<file path="src/rtl/vfe_pkg.sv">
// Shared types, constants and the CRC-8 step function for the VPW frame encoder.
package vfe_pkg;

  localparam int DUR_W = 9;
  localparam int POS_W = 5;

  // Symbol kind codes carried on the output tuser.
  typedef enum logic [1:0] {
    SYM_SOF = 2'd0,
    SYM_BIT = 2'd1,
    SYM_EOF = 2'd2
  } sym_kind_t;

  // Positions of the pulses within one byte's run.
  localparam logic [POS_W-1:0] POS_SOF      = 5'd0;
  localparam logic [POS_W-1:0] POS_DATA0    = 5'd1;
  localparam logic [POS_W-1:0] POS_DATA_END = 5'd8;
  localparam logic [POS_W-1:0] POS_CRC0     = 5'd9;
  localparam logic [POS_W-1:0] POS_EOF      = 5'd17;

  // Pulse lengths in microseconds at normal speed.
  localparam logic [DUR_W-1:0] SOF_US   = 9'd200;
  localparam logic [DUR_W-1:0] SHORT_US = 9'd64;
  localparam logic [DUR_W-1:0] LONG_US  = 9'd128;
  localparam logic [DUR_W-1:0] EOF_US   = 9'd300;

  localparam logic [7:0] CRC_INIT = 8'hFF;
  localparam logic [7:0] CRC_POLY = 8'h1D;

  // One pulse request from the frame controller to the symbol generator.
  typedef struct packed {
    logic [POS_W-1:0] pos;
    logic [7:0]       data;
    logic [7:0]       crc_tx;
    logic             speed_4x;
    logic             last;
  } sym_req_t;

  // CRC-8 over one byte, MSB first.
  function automatic logic [7:0] crc_update(input logic [7:0] c, input logic [7:0] v);
    logic [7:0] acc;
    acc = c ^ v;
    for (int k = 0; k < 8; k++) begin
      if (acc[7]) begin
        acc = {acc[6:0], 1'b0} ^ CRC_POLY;
      end else begin
        acc = {acc[6:0], 1'b0};
      end
    end
    return acc;
  endfunction

endpackage

</file>
<file path="src/rtl/vfe_frame_ctl.sv">
// Input word register, frame state, running CRC and pulse position counter.
module vfe_frame_ctl (
  input  logic              clk,
  input  logic              rst_n,
  input  logic              in_valid,
  output logic              in_ready,
  input  logic [7:0]        in_data,
  input  logic              in_last,
  input  logic              in_speed_4x,
  output logic              req_valid,
  input  logic              req_ready,
  output vfe_pkg::sym_req_t req
);
  import vfe_pkg::*;

  logic             busy_r, busy_nxt;
  logic             in_frame_r, in_frame_nxt;
  logic [7:0]       crc_r, crc_nxt;
  logic             speed_r, speed_nxt;
  logic [POS_W-1:0] pos_r, pos_nxt;
  logic [7:0]       data_r, data_nxt;
  logic [7:0]       crc_tx_r, crc_tx_nxt;
  logic             last_r, last_nxt;

  logic       advance;
  logic       at_end;
  logic       accept;
  logic [7:0] crc_upd;

  assign advance  = busy_r && req_ready;
  assign at_end   = (pos_r == (last_r ? POS_EOF : POS_DATA_END));
  assign in_ready = !busy_r || (advance && at_end);
  assign accept   = in_valid && in_ready;
  assign crc_upd  = crc_update(in_frame_r ? crc_r : CRC_INIT, in_data);

  always_comb begin
    busy_nxt     = busy_r;
    in_frame_nxt = in_frame_r;
    crc_nxt      = crc_r;
    speed_nxt    = speed_r;
    pos_nxt      = pos_r;
    data_nxt     = data_r;
    crc_tx_nxt   = crc_tx_r;
    last_nxt     = last_r;
    if (accept) begin
      busy_nxt     = 1'b1;
      in_frame_nxt = !in_last;
      crc_nxt      = in_last ? CRC_INIT : crc_upd;
      crc_tx_nxt   = ~crc_upd;
      // Speed is latched only on the byte that opens a frame.
      speed_nxt    = in_frame_r ? speed_r : in_speed_4x;
      pos_nxt      = in_frame_r ? POS_DATA0 : POS_SOF;
      data_nxt     = in_data;
      last_nxt     = in_last;
    end else if (advance && at_end) begin
      busy_nxt = 1'b0;
    end else if (advance) begin
      pos_nxt = pos_r + POS_W'(1);
    end
  end

  always_ff @(posedge clk) begin
    if (!rst_n) begin
      busy_r     <= 1'b0;
      in_frame_r <= 1'b0;
      crc_r      <= CRC_INIT;
      speed_r    <= 1'b0;
      pos_r      <= POS_SOF;
    end else begin
      busy_r     <= busy_nxt;
      in_frame_r <= in_frame_nxt;
      crc_r      <= crc_nxt;
      speed_r    <= speed_nxt;
      pos_r      <= pos_nxt;
    end
  end

  always_ff @(posedge clk) begin
    data_r   <= data_nxt;
    crc_tx_r <= crc_tx_nxt;
    last_r   <= last_nxt;
  end

  assign req_valid    = busy_r;
  assign req.pos      = pos_r;
  assign req.data     = data_r;
  assign req.crc_tx   = crc_tx_r;
  assign req.speed_4x = speed_r;
  assign req.last     = last_r;

endmodule

</file>
<file path="src/rtl/vfe_symbol_gen.sv">
// Pulse decode from the run position and the registered output word.
module vfe_symbol_gen (
  input  logic                     clk,
  input  logic                     rst_n,
  input  logic                     active_high,
  input  logic                     req_valid,
  output logic                     req_ready,
  input  vfe_pkg::sym_req_t        req,
  output logic                     out_valid,
  input  logic                     out_ready,
  output logic                     out_pin,
  output logic [vfe_pkg::DUR_W-1:0] out_dur,
  output vfe_pkg::sym_kind_t       out_kind,
  output logic                     out_bit,
  output logic                     out_last
);
  import vfe_pkg::*;

  logic             valid_r, valid_nxt;
  logic             pin_r;
  logic [DUR_W-1:0] dur_r;
  sym_kind_t        kind_r;
  logic             bit_r;
  logic             last_r;

  logic             fire;
  logic             is_sof, is_eof, is_crc;
  logic [POS_W-1:0] pos_m1;
  logic [2:0]       idx;
  logic [7:0]       src_byte;
  logic             b;
  logic             active;
  logic             longp;
  logic [DUR_W-1:0] base_dur;
  logic             pin;
  sym_kind_t        kind;

  assign req_ready = !valid_r || out_ready;
  assign fire      = req_valid && req_ready;

  always_comb begin
    is_sof   = (req.pos == POS_SOF);
    is_eof   = (req.pos == POS_EOF);
    is_crc   = (req.pos >= POS_CRC0);
    pos_m1   = req.pos - POS_W'(1);
    idx      = pos_m1[2:0];
    src_byte = is_crc ? req.crc_tx : req.data;
    b        = src_byte[~idx];
    // The first bit after the start pulse is passive, then levels alternate.
    active   = ~req.pos[0];
    longp    = active ? ~b : b;
    if (is_sof) begin
      kind     = SYM_SOF;
      base_dur = SOF_US;
      pin      = active_high;
    end else if (is_eof) begin
      kind     = SYM_EOF;
      base_dur = EOF_US;
      pin      = ~active_high;
    end else begin
      kind     = SYM_BIT;
      base_dur = longp ? LONG_US : SHORT_US;
      pin      = active ? active_high : ~active_high;
    end
    valid_nxt = fire ? 1'b1 : (out_ready ? 1'b0 : valid_r);
  end

  always_ff @(posedge clk) begin
    if (!rst_n) begin
      valid_r <= 1'b0;
    end else begin
      valid_r <= valid_nxt;
    end
  end

  always_ff @(posedge clk) begin
    if (fire) begin
      pin_r  <= pin;
      dur_r  <= req.speed_4x ? (base_dur >> 2) : base_dur;
      kind_r <= kind;
      bit_r  <= (kind == SYM_BIT) ? b : 1'b0;
      last_r <= (req.pos == (req.last ? POS_EOF : POS_DATA_END));
    end
  end

  assign out_valid = valid_r;
  assign out_pin   = pin_r;
  assign out_dur   = dur_r;
  assign out_kind  = kind_r;
  assign out_bit   = bit_r;
  assign out_last  = last_r;

endmodule

</file>
<file path="src/rtl/vpw_frame_encoder_core.sv">
// Top level of the J1850 VPW transmit encoder with CRC-8.
//
// Each accepted input word is one message byte and produces a run of 8 to 18
// output words, one pulse each, at one output word per cycle while the sink is
// ready: a start-of-frame pulse ahead of the first byte of a frame, eight bit
// pulses MSB first, and after the byte marked last the eight CRC bit pulses and
// a passive end-of-frame pulse. The frame controller's position counter steps
// through that run; the next byte is accepted in the same cycle that the final
// pulse of the current run enters the output register, so runs follow with no
// gap. Durations are in whole microseconds and already divided by four in 4x
// mode (speed is sampled on the first byte of a frame). Pin levels follow
// active_high, written through cfg_wr_en/cfg_wr_data; the user must write it
// only while the block is idle, which the block itself does not enforce.
module vpw_frame_encoder_core (
  input  logic        clk,
  input  logic        rst_n,
  input  logic        cfg_wr_en,
  input  logic        cfg_wr_data,  // active_high
  input  logic        in_tvalid,
  output logic        in_tready,
  input  logic [7:0]  in_tdata,     // [7:0] data_byte
  input  logic        in_tlast,     // last_byte
  input  logic        in_tuser,     // speed_4x
  output logic        out_tvalid,
  input  logic        out_tready,
  output logic [15:0] out_tdata,    // [0] pin_level, [9:1] duration_us, [10] bit_value, zeros
  output logic [1:0]  out_tuser,    // [1:0] symbol_kind
  output logic        out_tlast     // last_of_run
);
  import vfe_pkg::*;

  logic active_high_r;

  sym_req_t         req;
  logic             req_valid;
  logic             req_ready;
  logic             pin;
  logic [DUR_W-1:0] dur;
  sym_kind_t        kind;
  logic             bit_v;

  // The polarity register is the only configuration state.
  always_ff @(posedge clk) begin
    if (!rst_n) begin
      active_high_r <= 1'b0;
    end else if (cfg_wr_en) begin
      active_high_r <= cfg_wr_data;
    end
  end

  vfe_frame_ctl u_ctl (
    .clk         (clk),
    .rst_n       (rst_n),
    .in_valid    (in_tvalid),
    .in_ready    (in_tready),
    .in_data     (in_tdata),
    .in_last     (in_tlast),
    .in_speed_4x (in_tuser),
    .req_valid   (req_valid),
    .req_ready   (req_ready),
    .req         (req)
  );

  vfe_symbol_gen u_sym (
    .clk         (clk),
    .rst_n       (rst_n),
    .active_high (active_high_r),
    .req_valid   (req_valid),
    .req_ready   (req_ready),
    .req         (req),
    .out_valid   (out_tvalid),
    .out_ready   (out_tready),
    .out_pin     (pin),
    .out_dur     (dur),
    .out_kind    (kind),
    .out_bit     (bit_v),
    .out_last    (out_tlast)
  );

  assign out_tdata = {5'd0, bit_v, dur, pin};
  assign out_tuser = kind;

`ifndef SYNTH
  // A start pulse always has the data bits of its byte behind it.
  a_sof_not_last: assert property (@(posedge clk) disable iff (!rst_n)
    out_tvalid && (out_tuser == SYM_SOF) |-> !out_tlast)
    else $error("start pulse flagged as last of run");

  // The end pulse closes the run and drives the passive level.
  a_eof_passive_last: assert property (@(posedge clk) disable iff (!rst_n)
    out_tvalid && (out_tuser == SYM_EOF) |-> out_tlast && (out_tdata[0] == !active_high_r))
    else $error("end pulse not last or not passive");

  // Bit pulses only take the short or long length at either speed.
  a_bit_duration: assert property (@(posedge clk) disable iff (!rst_n)
    out_tvalid && (out_tuser == SYM_BIT) |->
      (out_tdata[9:1] == 9'd64) || (out_tdata[9:1] == 9'd128) ||
      (out_tdata[9:1] == 9'd16) || (out_tdata[9:1] == 9'd32))
    else $error("bit pulse with illegal duration");

  // A new byte is only taken while the controller is free or closing a run.
  a_accept_when_free: assert property (@(posedge clk) disable iff (!rst_n)
    in_tvalid && in_tready && req_valid |-> req_ready)
    else $error("byte accepted while a run is still stalled");
`endif

endmodule
</file>
<file path="config.mk">
export PLATFORM = sky130hd
export DESIGN_NAME = vpw_frame_encoder_core
export DESIGN_NICKNAME = d
export VERILOG_FILES = /design/src/rtl/vfe_pkg.sv /design/src/rtl/vfe_frame_ctl.sv /design/src/rtl/vfe_symbol_gen.sv /design/src/rtl/vpw_frame_encoder_core.sv
export SDC_FILE = /design/constraint.sdc
export NUM_CORES = 1
export LEC_CHECK = 0
export BUFFER_PORTS_ARGS = -buffer_cell sky130_fd_sc_hd__buf_4
export CAP_MARGIN = 5
export CORE_MARGIN = 4
export CORE_UTILIZATION = 44
export DETAILED_ROUTE_END_ITERATION = 10
export GPL_ROUTABILITY_DRIVEN = 0
export GPL_TIMING_DRIVEN = 0
export PLACE_DENSITY = 0.63
export SYNTH_ARGS = -nofsm -noshare
export SYNTH_HDL_FRONTEND = slang
export SYNTH_SLANG_ARGS = --single-unit
</file>
<file path="constraint.sdc">
create_clock -name clk -period 3.25 [get_ports clk]
set_clock_uncertainty 0.05 [all_clocks]
set_input_delay 0.325 -clock clk [delete_from_list [all_inputs] [get_ports clk]]
set_output_delay 0.325 -clock clk [all_outputs]
set_load 0.05 [all_outputs]
</file>
; After elaboration in Yosys (flattened, before gate mapping)
; Cells that the tools add are included.
; W data, S select, Z words.
[totals]
ff_bits = 49
output_inout_bits = 21
[op_classes]
add_sub_neg = 2
n_lt_le_gt_ge = 2
eq_ne = 4
muxes = 32
bitwise_logic = 14
n_reduce_logical = 14
[ops]
columns = cell, count
row1 = $mux W5, 12
row2 = $mux W8, 4
row3 = $not A4 Y4, 8
row4 = $mux W9, 2
row5 = $mux W1, 10
row6 = $not A8 Y8, 1
row7 = $xor A8 B8 Y8, 1
row8 = $mux W7, 1
row9 = $reduce_bool A2 Y1, 3
row10 = $add A5 B1 Y5 const B, 1
row11 = $eq A5 B5 Y1, 1
row12 = $eq A5 B5 Y1 const B, 1
row13 = $ge A5 B4 Y1 const B, 1
row14 = $logic_not A5 Y1, 1
row15 = $lt A3 B4 Y1 const B, 1
row16 = $mux W2, 2
row17 = $reduce_and A2 Y1, 2
row18 = $bmux W1 S3, 1
row19 = $logic_and A1 B1 Y1, 3
row20 = $logic_not A1 Y1, 3
row21 = $not A1 Y1, 3
row22 = $not A3 Y3, 1
row23 = $sub A3 B1 Y3 const B, 1
row24 = $eq A2 B1 Y1 const B, 1
row25 = other kinds (2), 3

; Depth between registers and ports, before layout
[logic_depth]
word_depth = 19
mapped_depth = 9

; Hierarchy
; A second synthesis with hierarchy kept.
[hier_totals]
hier_cells = 236
hier_area_um2 = 2767.7
[by_module_without_submodules]
columns = mod, n_inst, cells_each, area_per_inst_um2
row1 = vfe_frame_ctl, 1, 132, 1687.9
row2 = vfe_symbol_gen, 1, 93, 987.2
row3 = vpw_frame_encoder_core, 1, 11, 92.6

; Least setup slack after synthesis
; OpenSTA, ideal clock, no wires.
[synth_timing]
path_kind = register -> register
from = reg u_ctl.pos_r[3]
to = reg u_ctl.crc_tx_r[0] (enable)
setup_time_ps = 371
arrival_ps = 3464
path_slack_ps = -635
path_stages_with_launch = 7
synth_period_minus_slack_ps = 3885
cell_sequence = dfxtp_1 -> clkbuf_1 -> and4b_2 -> a31oi_1 -> o41ai_1 -> nand2_1 -> inv_1
[synth_between]
elab_chain_cells = 4
[synth_rtl]
columns = item, line_no
row1 = "start, declared", vfe_frame_ctl.sv:20  ; logic [POS_W-1:0] pos_r, pos_nxt;
row2 = "start signal, assigned", vfe_frame_ctl.sv:74  ; pos_r <= pos_nxt;
row3 = $eq A5 B5 Y1, vfe_frame_ctl.sv:31  ; assign at_end = (pos_r == (last_r ? POS_EOF : POS_DATA_END));
row4 = $logic_and A1 B1 Y1, vfe_frame_ctl.sv:32  ; assign in_ready = !busy_r || (advance && at_end);
row5 = $logic_or A1 B1 Y1, vfe_frame_ctl.sv:32
row6 = named net in_tready, vpw_frame_encoder_core.sv:20  ; output logic in_tready,
row7 = $logic_and A1 B1 Y1, vfe_frame_ctl.sv:33  ; assign accept = in_valid && in_ready;
row8 = named net u_ctl.accept, vfe_frame_ctl.sv:27  ; logic accept;
row9 = "end signal, assigned", vfe_frame_ctl.sv:80  ; crc_tx_r <= crc_tx_nxt;
row10 = "end, declared", vfe_frame_ctl.sv:22  ; logic [7:0] crc_tx_r, crc_tx_nxt;
; The timed path passes the listed nets, and every way through them passes these cells.
; A chain may end at the register's enable or synchronous reset.

; Worst setup path in the final report
[layout_timing]
from = reg u_ctl.pos_r[1]
to = reg u_sym.dur_r[6], in the netlist u_sym.out_dur[6] (data pin)
[layout_between]
elab_chain_cells = 10
[layout_rtl]
columns = item, line_no
row1 = $ge A5 B4 Y1 / $sub A3 B1 Y3 (equally long branches), "vfe_symbol_gen.sv:44, vfe_symbol_gen.sv:45"
row2 = $mux W8 / $not A3 Y3 (equally long branches), "vfe_symbol_gen.sv:47, vfe_symbol_gen.sv:48"
row3 = $bmux W1 S3, vfe_symbol_gen.sv:48  ; b = src_byte[~idx];
row4 = $mux W1 (implied by the code), vfe_symbol_gen.sv:48
row5 = $not A1 Y1, vfe_symbol_gen.sv:51  ; longp = active ? ~b : b;
row6 = $mux W1, vfe_symbol_gen.sv:51
row7 = $mux W8, vfe_symbol_gen.sv:62  ; base_dur = longp ? LONG_US : SHORT_US;
row8 = $mux W9, vfe_symbol_gen.sv:56  ; end else if (is_eof) begin
row9 = $mux W9 *, vfe_symbol_gen.sv:52  ; if (is_sof) begin
row10 = $mux W7 *, vfe_symbol_gen.sv:79  ; dur_r <= req.speed_4x ? (base_dur >> 2) : base_dur;
row11 = "end signal, assigned", vfe_symbol_gen.sv:79
row12 = "end, declared", vfe_symbol_gen.sv:21  ; logic [DUR_W-1:0] dur_r;
; Mark *: on every way between the ends. The rest lies on a longest branch, timed or not. The select of a mux whose other input is x is not followed.

==> flow_summary_export.csv <==
group,metric,value,unit
timing,hold_viol_final,0,
critical_path,r2r_slack,0.12,ns
cells_and_area,antenna_cells,0,
detailed_routing,antenna_left,0,
cts,root_buffer,"clkbuf_8",
grt,overflow,0,
cells_and_area,layout.nets,274,
critical_path,required,3.26,ns
detailed_routing,first_pass_iters,4,
logic_synthesis,synth_edf_count,30,
critical_path,worstSetupEndpointType,"register",
critical_path,worstPathArrival,3.13,ns
logic_synthesis,synth_cells,209,
logic_synthesis,yosysSeqAreaShare,0.521,
grt,grtUsageTotal,0.134,
grt,grt_pass1_vias,1451,
grt,grt_max_degree,18,
critical_path,critPathKind,"register to register",
power,power_density,526,nW/um2
logic_synthesis,synth_cell_type_count,44,
detailed_routing,viasPerCell,4.83,
run,drv_cap,0,
logic_synthesis,synth_flop_cell,"edfxtp_1",
cells_and_area,final_common_cell,"buf_4",
critical_path,startpoint_type,"register",
power,leakage,1.10,nW
logic_synthesis,synth_area,2420,um2
detailed_routing,route.detailed.wl_per_inst,12.8,um
die,initial_core_util,0.465,
die,io_pins,37,
timing,tightest_slew,1.21,ns
placed_design,port_buffers,31,
power,p_total,1.53,mW
die,dieArea,6750,um2
timing,fin_setup_tns,0,ns
critical_path,cp_max_fo,7,
critical_path,cp_cell_sequence,"inv_1 -> ha_1 -> or4_4 -> a21oi_4 -> mux4_1 -> a22oi_2 -> a22oi_4 -> xnor2_1 -> a211o_1",
critical_path,critical_path.max_stage_delay,0.62,ns
critical_path,cpLargestDelayFamily,"compound AO/OA/AOI/OAI gates",
min_path,hold_class,"primary input to register",
critical_path,cp_num_buf_inv,1,
die,rows,26,
cts,cts.clk_slew.worst_paths,0.09,ns
cells_and_area,drive_gt1_frac,0.271,
cts,cts_hold_buf,0,
logic_synthesis,synth_seq_cells,48,
cells_and_area,syn_to_final_growth,19.8,%
status,status,"completed",
cts,clockBufferDepth,2,
cts,clk_latency,0.30,ns
detailed_routing,wl,4170,um
detailed_routing,drt_iter0_drc,75,
timing,fin_ws,0.124,ns
cts,numCtsBuffers,5,
timing,period_needed,3.13,ns
die,design.core.area,5200,um2
die,die_w,82.2,um
detailed_routing,vias,1571,
die,die_y,82.2,um
critical_path,crit_path_top_delay_cell,"mux4_1",
logic_synthesis,synth-async-reset-ratio,0,
timing,fmax,0.320,GHz
timing,slew_viol_final,0,
detailed_routing,route.detailed.drc,0,
grt,grt_pass1_wl,6800,um
timing,whs,0.167,ns
timing,fin_crit_sh,0.962,
grt,antenna_found_initial,0,
timing,setup_violations,0,
cts,cts_tree,"built",
logic_synthesis,synth.avg_cell_area,11.6,um2
timing,slew_headroom,0.189,
cts,htree_levels,2,
placed_design,pre_cts_ws,-0.0684,ns
cts,clkSinkCount,48,
power,peakVddDrop,0.224,mV
cells_and_area,final_cell_mix,"buf_4, edfxtp_1, xnor2_1, nor2_1, dfxtp_1",
placed_design,dpl.hpwl,3170,um
logic_synthesis,synth_warnings,0,
## cells by family (layout without fill, tap and decap cells)
logic type | count (synthesis) | count (layout) | share of synthesized area
simple gates | 61 | 61 | 0.127
flops | 48 | 48 | 0.521
xor+xnor | 39 | 39 | 0.147
compound gates | 26 | 26 | 0.0786
buf+inv | 21 | 63 | 0.0527
mux | 9 | 9 | 0.0522
fa+ha+maj | 4 | 4 | 0.0207
other cells | 1 | 5 | 0.00155
## cell type report
type	count	area, um2
Tap cell	70	87.6
Fill cell	492	2300
Multi-Input combinational cell	144	1060
Clock inverter	3	42.5
Sequential cell	48	1260
Buffer	15	105
Clock buffer	5	68.8
Inverter	6	22.5
Timing Repair Buffer	34	255
## synth_stat cells (all sizes together), types with 2 or more instances
master | number | area [um2]
a21oi | 12 | 71.3
a22oi | 3 | 41.3
and2 | 3 | 21.3
buf | 10 | 76.3
clkbuf | 5 | 28.8
dfxtp | 18 | 360
edfxtp | 30 | 901
ha | 4 | 50.1
inv | 5 | 18.8
mux2 | 3 | 33.8
mux2i | 4 | 40.0
mux4 | 2 | 52.6
nand2 | 11 | 41.3
nand2b | 2 | 12.5
nand3 | 3 | 15.0
nand4 | 3 | 18.8
nor2 | 24 | 90.1
nor2b | 7 | 43.8
nor3 | 4 | 25.0
o21ai | 4 | 20.0
xnor2 | 26 | 228
xor2 | 12 | 105
## per-stage QoR
stage / cell area, um2 / util / instances
floorplan: 2440 / - / 213
finish: 2900 / 0.557 / 325
global route: 2900 / 0.557 / 325
global placement: 2760 / 0.531 / 314
detailed placement: 2760 / 0.531 / 314
CTS: 2880 / 0.553 / 322
## sequential cells by signal, summed over array words and instances (netlist names), 2 cells and up
signal / count
u_ctl.crc_r: 8
u_ctl.crc_tx_r: 8
u_ctl.data_r: 8
u_ctl.pos_r: 5
u_sym.out_dur: 8
u_sym.out_kind: 2
## timing repair
item                       CTS  global route
hold endpoints to repair     0             0
buffers inserted             0             3
pin swaps                    0             1
gates resized for setup      1             2
setup endpoints to repair    1             2
## where the power goes
part           switching [mW]  total [mW]  internal [mW]
Combinational           0.211       0.359          0.148
Sequential             0.0229       0.741          0.718
Clock                   0.198       0.425          0.228
## per-layer routing
metal	routed length, um	GRT usage	vias to the layer above
met5	0	0	-
met4	40	0.0548	0
met3	170	0.0271	2
met2	2020	0.210	33
met1	1950	0.182	730
li1	-	-	806
## path summary, 6_finish.rpt
check / from / endpoint / cells after the start
max: u_ctl.pos_r[1] / u_sym.out_dur[6] / 9
min reg2reg: u_ctl.crc_r[2] / u_ctl.crc_r[2] / 2
min: in_tdata[0] / u_ctl.data_r[0] / 1
max reg2reg: u_ctl.pos_r[1] / u_sym.out_dur[6] / 9
## worst reg2reg max path, stage by stage, from the launching register on
cell and delay [ns]:
dfxtp_2 0.42, inv_1 0.10, ha_1 0.20, or4_4 0.43
a21oi_4 0.28, mux4_1 0.62, a22oi_2 0.25, a22oi_4 0.11
xnor2_1 0.17, a211o_1 0.27
Power figures use the tool's default switching activity.
